`src/sv/rme_pkg.sv`:
```
// package for the modular exponentiation block
// holds the controller state type and register index codes; no dependencies
package rme_pkg;
	typedef enum logic [1:0] {
		ST_IDLE,
		ST_MUL,
		ST_DONE
	} state_t;

	localparam logic REG_EXPONENT = 1'b0;
	localparam logic REG_MODULUS  = 1'b1;
endpackage

```
`src/sv/rme_cell.sv`:
```
// one shift-add step of a modular multiply: conditional add and doubling mod m
// uses no package items
module rme_cell #(
	parameter int W = 31
) (
	input  logic         clk,
	input  logic         ld,
	input  logic [W-1:0] a_in,
	input  logic [W-1:0] acc_in,
	input  logic         bit_in,
	input  logic [W-1:0] m,
	output logic [W-1:0] a_q,
	output logic [W-1:0] acc_q
);
	logic [W:0] sum_acc, sum_a;
	logic [W-1:0] acc_nx, a_nx;

	always_comb begin
		sum_acc = {1'b0, acc_in} + {1'b0, a_in};
		if (!bit_in)
			acc_nx = acc_in;
		else if (sum_acc >= {1'b0, m})
			acc_nx = W'(sum_acc - {1'b0, m});
		else
			acc_nx = sum_acc[W-1:0];
		sum_a = {a_in, 1'b0};
		if (sum_a >= {1'b0, m})
			a_nx = W'(sum_a - {1'b0, m});
		else
			a_nx = sum_a[W-1:0];
	end

	always_ff @(posedge clk) begin
		if (ld) begin
			a_q   <= a_nx;
			acc_q <= acc_nx;
		end
	end
endmodule

```
`src/sv/rme_mulmod.sv`:
```
// modular multiplier: a row of two cells, each taking one multiplier bit a cycle
// depends on rme_cell
module rme_mulmod #(
	parameter int W = 31
) (
	input  logic         clk,
	input  logic         arst_n,
	input  logic         start,
	input  logic [W-1:0] a,
	input  logic [W-1:0] b,
	input  logic [W-1:0] m,
	output logic         done,
	output logic [W-1:0] p
);
	localparam int STEPS = (W + 1) / 2;
	localparam int CW = $clog2(STEPS + 1);

	logic [CW-1:0] cnt_q;
	logic          busy_q;
	logic [2*STEPS-1:0] b_q;
	logic [W-1:0] a0, acc0, a1, acc1, a1_o, acc1_o;
	logic first;

	assign first = start;
	assign a0 = first ? a : a1_o;
	assign acc0 = first ? '0 : acc1_o;

	// cell 0 works bit 2k combinationally feeding cell 1 bit 2k+1
	logic [W:0] s0acc, s0a;
	always_comb begin
		s0acc = {1'b0, acc0} + {1'b0, a0};
		if (!(first ? b[0] : b_q[0]))
			acc1 = acc0;
		else if (s0acc >= {1'b0, m})
			acc1 = W'(s0acc - {1'b0, m});
		else
			acc1 = s0acc[W-1:0];
		s0a = {a0, 1'b0};
		if (s0a >= {1'b0, m})
			a1 = W'(s0a - {1'b0, m});
		else
			a1 = s0a[W-1:0];
	end

	logic [2*STEPS-1:0] b_ext;
	assign b_ext = (2*STEPS)'(b);

	rme_cell #(.W(W)) u_cell (
		.clk(clk), .ld(start || busy_q), .a_in(a1), .acc_in(acc1),
		.bit_in(first ? b_ext[1] : b_q[1]), .m(m), .a_q(a1_o), .acc_q(acc1_o)
	);

	always_ff @(posedge clk or negedge arst_n) begin
		if (!arst_n) begin
			busy_q <= 1'b0;
			cnt_q  <= '0;
		end else if (start) begin
			busy_q <= (STEPS > 1);
			cnt_q  <= CW'(1);
		end else if (busy_q) begin
			cnt_q <= cnt_q + 1'b1;
			if (cnt_q == CW'(STEPS - 1))
				busy_q <= 1'b0;
		end
	end

	always_ff @(posedge clk) begin
		if (start)
			b_q <= b_ext >> 2;
		else if (busy_q)
			b_q <= b_q >> 2;
	end

	logic done_q;
	always_ff @(posedge clk or negedge arst_n) begin
		if (!arst_n)
			done_q <= 1'b0;
		else
			done_q <= (start && STEPS == 1) || (busy_q && cnt_q == CW'(STEPS - 1));
	end
	assign done = done_q;
	assign p = acc1_o;
endmodule

```
`src/sv/rsa_modular_exponentiation.sv`:
```
// a flagged message gives its result beat in the cycle after it is taken; other messages
// get theirs after a square for every exponent bit and a multiply for every set exponent bit
// the modular multiplies run on the two-cell multiplier row
// one message at a time; a new beat is taken the cycle after the result beat has left
// reset clears control and sets exponent to 1, modulus to 2
// depends on rme_pkg, rme_mulmod
module rsa_modular_exponentiation #(
	parameter int KEY_BITS = 31
) (
	input  logic                clk,
	input  logic                arst_n,
	input  logic                cfg_we,
	input  logic                cfg_index,
	input  logic [KEY_BITS-1:0] cfg_data,
	input  logic                in_valid,
	output logic                in_stall,
	input  logic [KEY_BITS-1:0] message,
	output logic                out_valid,
	input  logic                out_stall,
	output logic [KEY_BITS-1:0] result,
	output logic                bad_input
);
	localparam int BW = $clog2(KEY_BITS + 1);

	logic [KEY_BITS-1:0] exp_q, mod_q, base_q, acc_q, ex_q;
	logic [BW-1:0] bit_q;
	logic phase_q; // 0 multiply acc, 1 square base
	rme_pkg::state_t state_q, state_d;
	logic bad_q;
	logic start, mdone, go;
	logic [KEY_BITS-1:0] ma, mb, mp;

	always_ff @(posedge clk or negedge arst_n) begin
		if (!arst_n) begin
			exp_q <= KEY_BITS'(1);
			mod_q <= KEY_BITS'(2);
		end else if (cfg_we) begin
			if (cfg_index == rme_pkg::REG_EXPONENT)
				exp_q <= cfg_data;
			else
				mod_q <= cfg_data;
		end
	end

	assign go = in_valid && !in_stall;

	always_comb begin
		state_d = state_q;
		case (state_q)
			rme_pkg::ST_IDLE: if (go) state_d = (message >= mod_q) ? rme_pkg::ST_DONE
					: rme_pkg::ST_MUL;
			rme_pkg::ST_MUL: if (mdone && phase_q && bit_q == BW'(KEY_BITS - 1))
					state_d = rme_pkg::ST_DONE;
			rme_pkg::ST_DONE: if (!out_stall) state_d = rme_pkg::ST_IDLE;
			default: state_d = rme_pkg::ST_IDLE;
		endcase
	end

	always_comb begin
		in_stall  = (state_q != rme_pkg::ST_IDLE);
		out_valid = (state_q == rme_pkg::ST_DONE);
	end

	assign ma = phase_q ? base_q : acc_q;
	assign mb = base_q;

	rme_mulmod #(.W(KEY_BITS)) u_mul (
		.clk(clk), .arst_n(arst_n), .start(start), .a(ma), .b(mb), .m(mod_q),
		.done(mdone), .p(mp)
	);

	logic pend_q;
	// a multiply is skipped when the exponent bit is clear
	assign start = (state_q == rme_pkg::ST_MUL) && !pend_q && (phase_q || ex_q[0]);

	always_ff @(posedge clk or negedge arst_n) begin
		if (!arst_n) begin
			state_q <= rme_pkg::ST_IDLE;
			pend_q  <= 1'b0;
			phase_q <= 1'b0;
			bit_q   <= '0;
		end else begin
			state_q <= state_d;
			if (go) begin
				pend_q  <= 1'b0;
				phase_q <= 1'b0;
				bit_q   <= '0;
			end else if (state_q == rme_pkg::ST_MUL) begin
				if (start)
					pend_q <= 1'b1;
				else if (!phase_q && !pend_q)
					phase_q <= 1'b1;
				else if (mdone) begin
					pend_q <= 1'b0;
					if (phase_q) begin
						phase_q <= 1'b0;
						bit_q   <= bit_q + 1'b1;
					end else
						phase_q <= 1'b1;
				end
			end
		end
	end

	always_ff @(posedge clk) begin
		if (go) begin
			base_q <= message;
			ex_q   <= exp_q;
			acc_q  <= (mod_q == KEY_BITS'(1)) ? '0 : KEY_BITS'(1);
			bad_q  <= (message >= mod_q);
		end else if (state_q == rme_pkg::ST_MUL && mdone && pend_q) begin
			if (phase_q) begin
				base_q <= mp;
				ex_q   <= ex_q >> 1;
			end else
				acc_q <= mp;
		end
	end

	assign result = bad_q ? '0 : acc_q;
	assign bad_input = bad_q;

	a_no_accept_busy: assert property (@(posedge clk) disable iff (!arst_n)
		(state_q == rme_pkg::ST_MUL) |-> in_stall)
		else $error("input beat accepted during exponentiation");
	a_out_held: assert property (@(posedge clk) disable iff (!arst_n)
		(out_valid && out_stall) |=> (out_valid && $stable(result)))
		else $error("result beat changed while stalled");
	a_bad_zero: assert property (@(posedge clk) disable iff (!arst_n)
		(out_valid && bad_input) |-> (result == '0))
		else $error("flagged message gave nonzero result");
endmodule
```
`config.mk`:
```
export PLATFORM = sky130hd
export DESIGN_NAME = rsa_modular_exponentiation
export DESIGN_NICKNAME = d
export VERILOG_FILES = /design/src/sv/rme_pkg.sv /design/src/sv/rme_cell.sv /design/src/sv/rme_mulmod.sv /design/src/sv/rsa_modular_exponentiation.sv
export SDC_FILE = /design/constraint.sdc
export NUM_CORES = 1
export LEC_CHECK = 0
export BUFFER_PORTS_ARGS = -buffer_cell sky130_fd_sc_hd__buf_4
export CORE_MARGIN = 2
export CORE_UTILIZATION = 40
export CTS_CLUSTER_DIAMETER = 50
export DETAILED_ROUTE_END_ITERATION = 8
export PLACE_DENSITY = 0.58
export RECOVER_POWER = 100
export SLEW_MARGIN = 20
export SYNTH_ARGS = -nofsm -noshare
export SYNTH_HDL_FRONTEND = slang
export SYNTH_HIERARCHICAL = 1
export SYNTH_SLANG_ARGS = --single-unit
```
`constraint.sdc`:
```
create_clock -name clk -period 15.4 [get_ports clk]
set_input_delay 0.77 -clock clk [delete_from_list [all_inputs] [get_ports clk]]
set_output_delay 0.77 -clock clk [all_outputs]
set_load 0.1 [all_outputs]
```
After elaboration in Yosys (flattened, before gate mapping)
Cells that the tools add are included.

Word-level logic and storage cells: 125. Input bits: 68. Flip-flop bits (word level): 263.

Bitwise gates (word level): 1. Magnitude comparators: 5. Reduce and logical (&&, ||, !) cells: 31. $add $sub $neg: 8. Multiplexer cells: 51. Equal/unequal tests: 12.

Operators by type and width (count): 31-bit 2-to-1 mux (19); 32-bit by 31-bit >= comparator with 1-bit output (4); 31-bit subtractor (4); 31-bit by 31-bit adder with 32-bit output (2); 29-bit 2-to-1 mux (2); 5-bit 2-to-1 mux (8); 31-bit by 1-bit == test with 1-bit output (second input constant) (1); 31-bit >= comparator (1); 1-bit 2-to-1 mux (17); 2-bit nonzero test (6); 5-bit by 1-bit adder with 5-bit output (second input constant) (2); 2-bit inequality test (second input constant) (5); 1-bit logical AND (9); 3-bit AND reduction (3); 2-bit 2-to-1 mux (4); 2-bit AND reduction (4); 2-bit case mux with 3 select lines (1); 3-bit nonzero test (2); 5-bit by 4-bit == test with 1-bit output (second input constant) (1); 5-bit == test (second input constant) (1); 5-bit AND reduction (1); 1-bit logical NOT (3); 3-bit by 2-bit inequality test with 1-bit output (second input constant) (1); 2-bit by 1-bit == test with 1-bit output (second input constant) (1); other kinds (5) (6).

Longest topological paths before layout
Depth after elaboration: 12. Gate-level depth with buffers: 50. Depth with buffers taken out: 43.

Modules after synthesis
The synthesis kept the hierarchy.

Modules (own cells, without submodules): rme_mulmod (area an instance 8572.0 um^2, cells an instance 1040, instances 1); rsa_modular_exponentiation (area an instance 7858.8 um^2, cells an instance 642, instances 1); rme_cell (area an instance 7646.1 um^2, cells an instance 956, instances 1).

Least setup slack after synthesis
Ideal clock, no wire load.

Kind: flip-flop to flip-flop. From: register phase_q. To: register u_mul.u_cell.acc_q[23] (data pin). Cell stages (with the launch flop): 50. Data arrival time: 10363 ps. Period minus slack after synthesis: 10624 ps. Required time: 15139 ps. Slack: 4776 ps. Cell sequence: dfrtp_1 clkbuf_1 o21ai_0 nor2_1 clkbuf_1 buf_1 clkbuf_1 mux2i_1 inv_1 ha_1 fa_1 a21o_1 a211oi_2 o31a_1 o31ai_1 a2111oi_0 nor2_1 xor2_1 [... 14 more ...] o21ai_0 nand3_1 a21boi_0 o21ai_0 xnor2_1 inv_1 ha_1 and3_1 and3_1 nand4_1 o21ai_0 or4_4 or3_1 buf_2 buf_6 nand3_1 mux2i_1 a221o_1.

Word-level cells in the longest chain between the ends: 11.

RTL lines: from (decl) (RTL line rsa_modular_exponentiation.sv:27) `logic phase_q;`; from (signal assigned) (RTL line rsa_modular_exponentiation.sv:80) `phase_q <= 1'b0;`; from (signal assigned) (RTL line rsa_modular_exponentiation.sv:86) `phase_q <= 1'b0;`; from (signal assigned) (RTL line rsa_modular_exponentiation.sv:92) `phase_q <= 1'b1;`; 1-bit logical OR * (RTL line rsa_modular_exponentiation.sv:74) `assign start = (state_q == rme_pkg::ST_MUL) && !pend_q && (phase_q || ex_q[0]);`; 1-bit logical AND * (RTL line rsa_modular_exponentiation.sv:74); via start (RTL line rsa_modular_exponentiation.sv:30) `logic start, mdone, go;`; 31-bit 2-to-1 mux, on equally long branches (RTL line rme_mulmod.sv:26, rme_mulmod.sv:25); 31-bit by 31-bit adder with 32-bit output (RTL line rme_mulmod.sv:31) `s0acc = {1'b0, acc0} + {1'b0, a0};`; 31-bit subtractor or 32-bit by 31-bit >= comparator with 1-bit output (tied branches) (RTL line rme_mulmod.sv:35, rme_mulmod.sv:34); 31-bit 2-to-1 mux (RTL line rme_mulmod.sv:34) `else if (s0acc >= {1'b0, m})`; 31-bit 2-to-1 mux * (RTL line rme_mulmod.sv:32) `if (!(first ? b[0] : b_q[0]))`; via u_mul.acc1[1] (RTL line rme_mulmod.sv:21) `logic [W-1:0] a0, acc0, a1, acc1, a1_o, acc1_o;`; 31-bit by 31-bit adder with 32-bit output * (RTL line rme_cell.sv:19) `sum_acc = {1'b0, acc_in} + {1'b0, a_in};`; 31-bit subtractor or 32-bit by 31-bit >= comparator with 1-bit output (tied branches) (RTL line rme_cell.sv:23, rme_cell.sv:22); 31-bit 2-to-1 mux * (RTL line rme_cell.sv:22) `else if (sum_acc >= {1'b0, m})`; 31-bit 2-to-1 mux * (RTL line rme_cell.sv:20) `if (!bit_in)`; via u_mul.u_cell.acc_nx[23] (RTL line rme_cell.sv:16) `logic [W-1:0] acc_nx, a_nx;`; to (signal assigned) (RTL line rme_cell.sv:36) `acc_q <= acc_nx;`; to (decl) (RTL line rme_cell.sv:13) `output logic [W-1:0] acc_q`.

Mark *: on every way through the listed nets, which the timed path passes. The rest lies on a longest branch. A chain may end at the register's enable or synchronous reset.

Worst setup path in the final report
From: register state_q[1]. To: register u_mul.u_cell.acc_q[23] (data pin).

Word-level cells in the longest chain between the ends: 12.

RTL lines: from (decl) (RTL line rsa_modular_exponentiation.sv:28) `rme_pkg::state_t state_q, state_d;`; from (signal assigned) (RTL line rsa_modular_exponentiation.sv:78) `state_q <= rme_pkg::ST_IDLE;`; from (signal assigned) (RTL line rsa_modular_exponentiation.sv:83) `state_q <= state_d;`; 2-bit by 1-bit == test with 1-bit output * (RTL line rsa_modular_exponentiation.sv:74); 1-bit logical AND * (2 in series) (RTL line rsa_modular_exponentiation.sv:74); via start (RTL line rsa_modular_exponentiation.sv:30); 31-bit 2-to-1 mux, on equally long branches (RTL line rme_mulmod.sv:26, rme_mulmod.sv:25); 31-bit by 31-bit adder with 32-bit output (RTL line rme_mulmod.sv:31); 31-bit subtractor or 32-bit by 31-bit >= comparator with 1-bit output (tied branches) (RTL line rme_mulmod.sv:35, rme_mulmod.sv:34); 31-bit 2-to-1 mux (RTL line rme_mulmod.sv:34); 31-bit 2-to-1 mux * (RTL line rme_mulmod.sv:32); via u_mul.acc1[1] (RTL line rme_mulmod.sv:21); 31-bit by 31-bit adder with 32-bit output * (RTL line rme_cell.sv:19); 31-bit subtractor or 32-bit by 31-bit >= comparator with 1-bit output (tied branches) (RTL line rme_cell.sv:23, rme_cell.sv:22); 31-bit 2-to-1 mux * (RTL line rme_cell.sv:22); 31-bit 2-to-1 mux * (RTL line rme_cell.sv:20); via u_mul.u_cell.acc_nx[23] (RTL line rme_cell.sv:16).

Marked as above.

==> metrics.txt <==
# TYPE chip_impl_metric gauge
chip_impl_metric{name="largest_net_degree_at_the_start_of_global_routing",unit=""} 79
chip_impl_info{name="route.top_layer_used",value="met4"} 1
chip_impl_info{name="violated_checks",value="DRC, capacitance limit, slew limit"} 1
chip_impl_metric{name="die_area",unit="um2"} 62170
chip_impl_metric{name="final.period_utilization",unit="%"} 87.08
chip_impl_metric{name="proportion_of_register_bits_with_asynchronous_set_or_reset_after_synthesis",unit="%"} 29.66
chip_impl_metric{name="nets",unit=""} 2997
chip_impl_metric{name="floorplan.core_area",unit="um2"} 59240
chip_impl_metric{name="place.detailed.hpwl",unit="um"} 65650
chip_impl_metric{name="final_core_util",unit="%"} 45.01
chip_impl_info{name="crit_top_cell",value="o21ai_0"} 1
chip_impl_metric{name="met2_length",unit="um"} 36290
chip_impl_metric{name="drc_errors",unit=""} 2
chip_impl_metric{name="placement.io_buffers",unit=""} 101
chip_impl_info{name="crit_path_end_kind",value="register"} 1
chip_impl_metric{name="cts-root-to-sink-buffers",unit=""} 3
chip_impl_info{name="rsz_0062_raised_after_global_routing",value="false"} 1
chip_impl_metric{name="critical_path_peak_fanout",unit=""} 29
chip_impl_metric{name="grt_pass1_wl",unit="um"} 123400
chip_impl_info{name="run_status",value="finished with violations"} 1
chip_impl_metric{name="vias",unit=""} 20814
chip_impl_metric{name="ys.warnings.count",unit=""} 6
chip_impl_metric{name="row_count",unit=""} 89
chip_impl_metric{name="clk_latency",unit="ns"} 0.56
chip_impl_metric{name="cts-htree-levels",unit=""} 2
chip_impl_metric{name="share_of_final_layout_standard_cells_stronger_than_drive_strength_1",unit="%"} 13.40
chip_impl_metric{name="timing.final.max_slew_violations",unit=""} 531
chip_impl_metric{name="post_cts_buffers",unit=""} 0
chip_impl_metric{name="fmax",unit="MHz"} 74.57
chip_impl_metric{name="fin_worst_skew",unit="ns"} 0.01701
chip_impl_metric{name="grt_overflow_total",unit=""} 0
chip_impl_info{name="worst_path_dominant_cell_family",value="compound AO/OA/AOI/OAI gates"} 1
chip_impl_metric{name="dr.pass1.iters",unit=""} 8
chip_impl_metric{name="avgViaCountPerCell",unit=""} 5.937
chip_impl_metric{name="drt_wl_total",unit="um"} 82750
chip_impl_info{name="timing.critical_path.slowest_stage_cell",value="nor2_1"} 1
chip_impl_info{name="cts_root_buf",value="clkbuf_16"} 1
chip_impl_metric{name="post_cts_resized",unit=""} 0
chip_impl_metric{name="antenna_left",unit=""} 0
chip_impl_info{name="synth_top_flop_cell",value="edfxtp_1"} 1
chip_impl_metric{name="setup_viol_count_final",unit=""} 0
chip_impl_metric{name="cts.hold.buffers_added",unit=""} 0
chip_impl_metric{name="cts_made_buffers",unit=""} 39
chip_impl_info{name="ys_top_cells_by_area",value="edfxtp_1 23%, ha_1 11%, dfrtp_1 7.9%"} 1
chip_impl_metric{name="met3RoutedLength",unit="um"} 5628
chip_impl_metric{name="synth.net_count",unit=""} 2933
chip_impl_metric{name="timing.critical_path.required",unit="ns"} 15.71
chip_impl_info{name="critPathLaunchType",value="register"} 1
chip_impl_info{name="timing.setup.critical_path_class",value="register to register"} 1
chip_impl_metric{name="global_route.usage.total",unit="%"} 25.82
chip_impl_metric{name="fp.dieH",unit="um"} 249.3
chip_impl_info{name="synth_top_cell_by_area",value="edfxtp_1"} 1
chip_impl_metric{name="clock_sinks",unit=""} 263
chip_impl_metric{name="period_needed",unit="ns"} 13.41
chip_impl_metric{name="area_growth",unit="%"} 10.74
chip_impl_metric{name="synth_cell_types",unit=""} 92
chip_impl_metric{name="worst_pin_slew",unit="ns"} 4.210
chip_impl_info{name="timing.hold.worst.class",value="primary input to register"} 1
chip_impl_metric{name="gp_congestion",unit=""} 0.9911
chip_impl_metric{name="critPathMaxStageDelay",unit="ns"} 0.77
chip_impl_metric{name="avgRoutedWirePerCell",unit="um"} 23.60
chip_impl_metric{name="ys_seq_elements",unit=""} 263
chip_impl_metric{name="postSynthAreaPerCell",unit="um2"} 9.127
chip_impl_metric{name="post_synth_inst_count",unit=""} 2638
chip_impl_metric{name="setup-tns-final",unit="ns"} 0
chip_impl_metric{name="io_pins",unit=""} 102
chip_impl_metric{name="cap_violations",unit=""} 11
chip_impl_metric{name="worst_slew_margin_rel",unit="%"} -180.6
chip_impl_info{name="cts_tree",value="built"} 1
chip_impl_metric{name="clk_pin_slew_worst_paths",unit="ns"} 0.06
chip_impl_metric{name="die_x",unit="um"} 249.3
chip_impl_metric{name="drc_violation_total_after_the_first_tritonroute_iteration",unit=""} 1683
chip_impl_metric{name="count_of_endpoints_failing_hold_in_the_final_timing_report",unit=""} 0
chip_impl_metric{name="synthDominantCellAreaShare",unit="%"} 23.07
chip_impl_metric{name="number_of_enable_type_register_cells_in_the_synthesized_netlist",unit=""} 185
chip_impl_metric{name="place_ws",unit="ns"} 2.746
chip_impl_metric{name="synth-seq-area-share",unit="%"} 31.19
chip_impl_metric{name="final.setup.worst_slack",unit="ns"} 1.990
chip_impl_metric{name="synth_area",unit="um2"} 24080
chip_impl_metric{name="crit_buf_inv",unit=""} 4
chip_impl_metric{name="crit_arrival",unit="ns"} 13.72
chip_impl_metric{name="via_count_of_the_first_global_routing_pass",unit=""} 20296
chip_impl_metric{name="initial_utilization",unit="%"} 40.64
chip_impl_metric{name="antenna_found_initial",unit=""} 1
chip_impl_metric{name="detailed_routing_wirelength_on_met1",unit="um"} 38020
[worst register-to-register path, delay by kind of cell, from the launching register on]
family | cells | cell delay (ns)
flip-flops | 1 | 0.39
XOR/XNOR | 2 | 0.43
AO/OA/AOI/OAI | 18 | 5.62
multiplexers | 3 | 0.58
adder cells (fa/ha/maj) | 5 | 1.71
AND/OR/NAND/NOR | 13 | 3.54
buffers and inverters | 4 | 0.89
[cell usage in the layout, fill, tap and decap left out, types with 23 or more instances in the layout]
cell type	n
nand4_1	40
inv_1	155
a21oi_1	183
nor3_1	43
mux2i_1	31
mux2_4	28
nand2_1	291
nor2b_1	77
nand3_1	44
xor2_1	65
a211oi_1	28
xnor2_1	94
ha_1	221
dfrtp_1	76
and2_0	29
edfxtp_1	185
mux2_2	153
and3_1	30
nor2_1	150
o21ai_0	122
a21o_1	118
buf_4	76
o21a_1	23
clkbuf_1	48
clkbuf_16	40
a31oi_1	36
[cell usage after synthesis, types with 36 or more instances]
cell	count
xnor2_1	94
nor3_1	42
clkbuf_1	56
ha_1	221
a21o_1	118
nor2b_1	77
dfrtp_1	76
o21ai_0	123
a31oi_1	36
nand3_1	44
and2_1	46
inv_1	154
xor2_1	65
mux2_2	154
nand2_1	291
edfxtp_1	185
a21oi_1	183
nand4_1	40
nor2_1	150
[cell families (layout without fill, tap and decap cells)]
kind of cell / Yosys count / count (layout) / synth area share (%)
flops: 263 / 263 / 31.19
fa+ha+maj: 227 / 227 / 11.98
other cells: 0 / 2 / 0
buf+inv: 255 / 348 / 4.428
simple gates: 815 / 815 / 16.49
mux: 213 / 213 / 10.24
compound gates: 706 / 706 / 19.88
xor+xnor: 159 / 159 / 5.784
[stage by stage]
stage	cells	hold WS [ns]	instance area, um2
global placement	3433	0.4833	25530
global route	3504	0.4349	26660
detailed placement	3433	0.4949	25530
finish	3506	0.4520	26660
CTS	3503	0.3869	26840
floorplan	2638	0.4727	24080
[state kept, by name (all words and copies together) (netlist names), 2 cells and up]
| register | flops |
|---|---|
| u_mul/u_cell/acc_q | 31 |
| base_q | 31 |
| exp_q | 31 |
| bit_q | 5 |
| u_mul/b_q | 29 |
| acc_q | 31 |
| u_mul/u_cell/a_q | 31 |
| ex_q | 31 |
| state_q | 2 |
| u_mul/cnt_q | 5 |
| mod_q | 31 |
[area by class of cell]
type	instances	area, um2
multi-input cells	2120	15510
repair buffers	123	779.5
well taps	773	967.2
clock inverters	25	267.8
inverters	155	581.8
flip-flops and latches	263	7510
fillers	5684	32580
diodes	2	5.005
clock buffers	45	1040
[per-layer routing]
metal | GRT usage [%] | vias up
met5 | 0 | -
met4 | 8.657 | 0
met3 | 3.208 | 130
met2 | 40.35 | 790
met1 | 36.80 | 10043
li1 | - | 9851
[worst paths after layout]
path,cells after the start,from,end,slack (ns)
max,45,state_q[1],u_mul/u_cell/acc_q[23],1.99
min,2,cfg_data[14],exp_q[14],0.45
max reg2reg,45,state_q[1],u_mul/u_cell/acc_q[23],1.99
min reg2reg,1,exp_q[25],exp_q[25],0.51
max in group asynchronous,1,arst_n,mod_q[27],11.31
min in group asynchronous,1,arst_n,exp_q[10],1.68
Power is not shown: default switching activity piles up to over one toggle a cycle in this logic, so the estimate is an artifact.
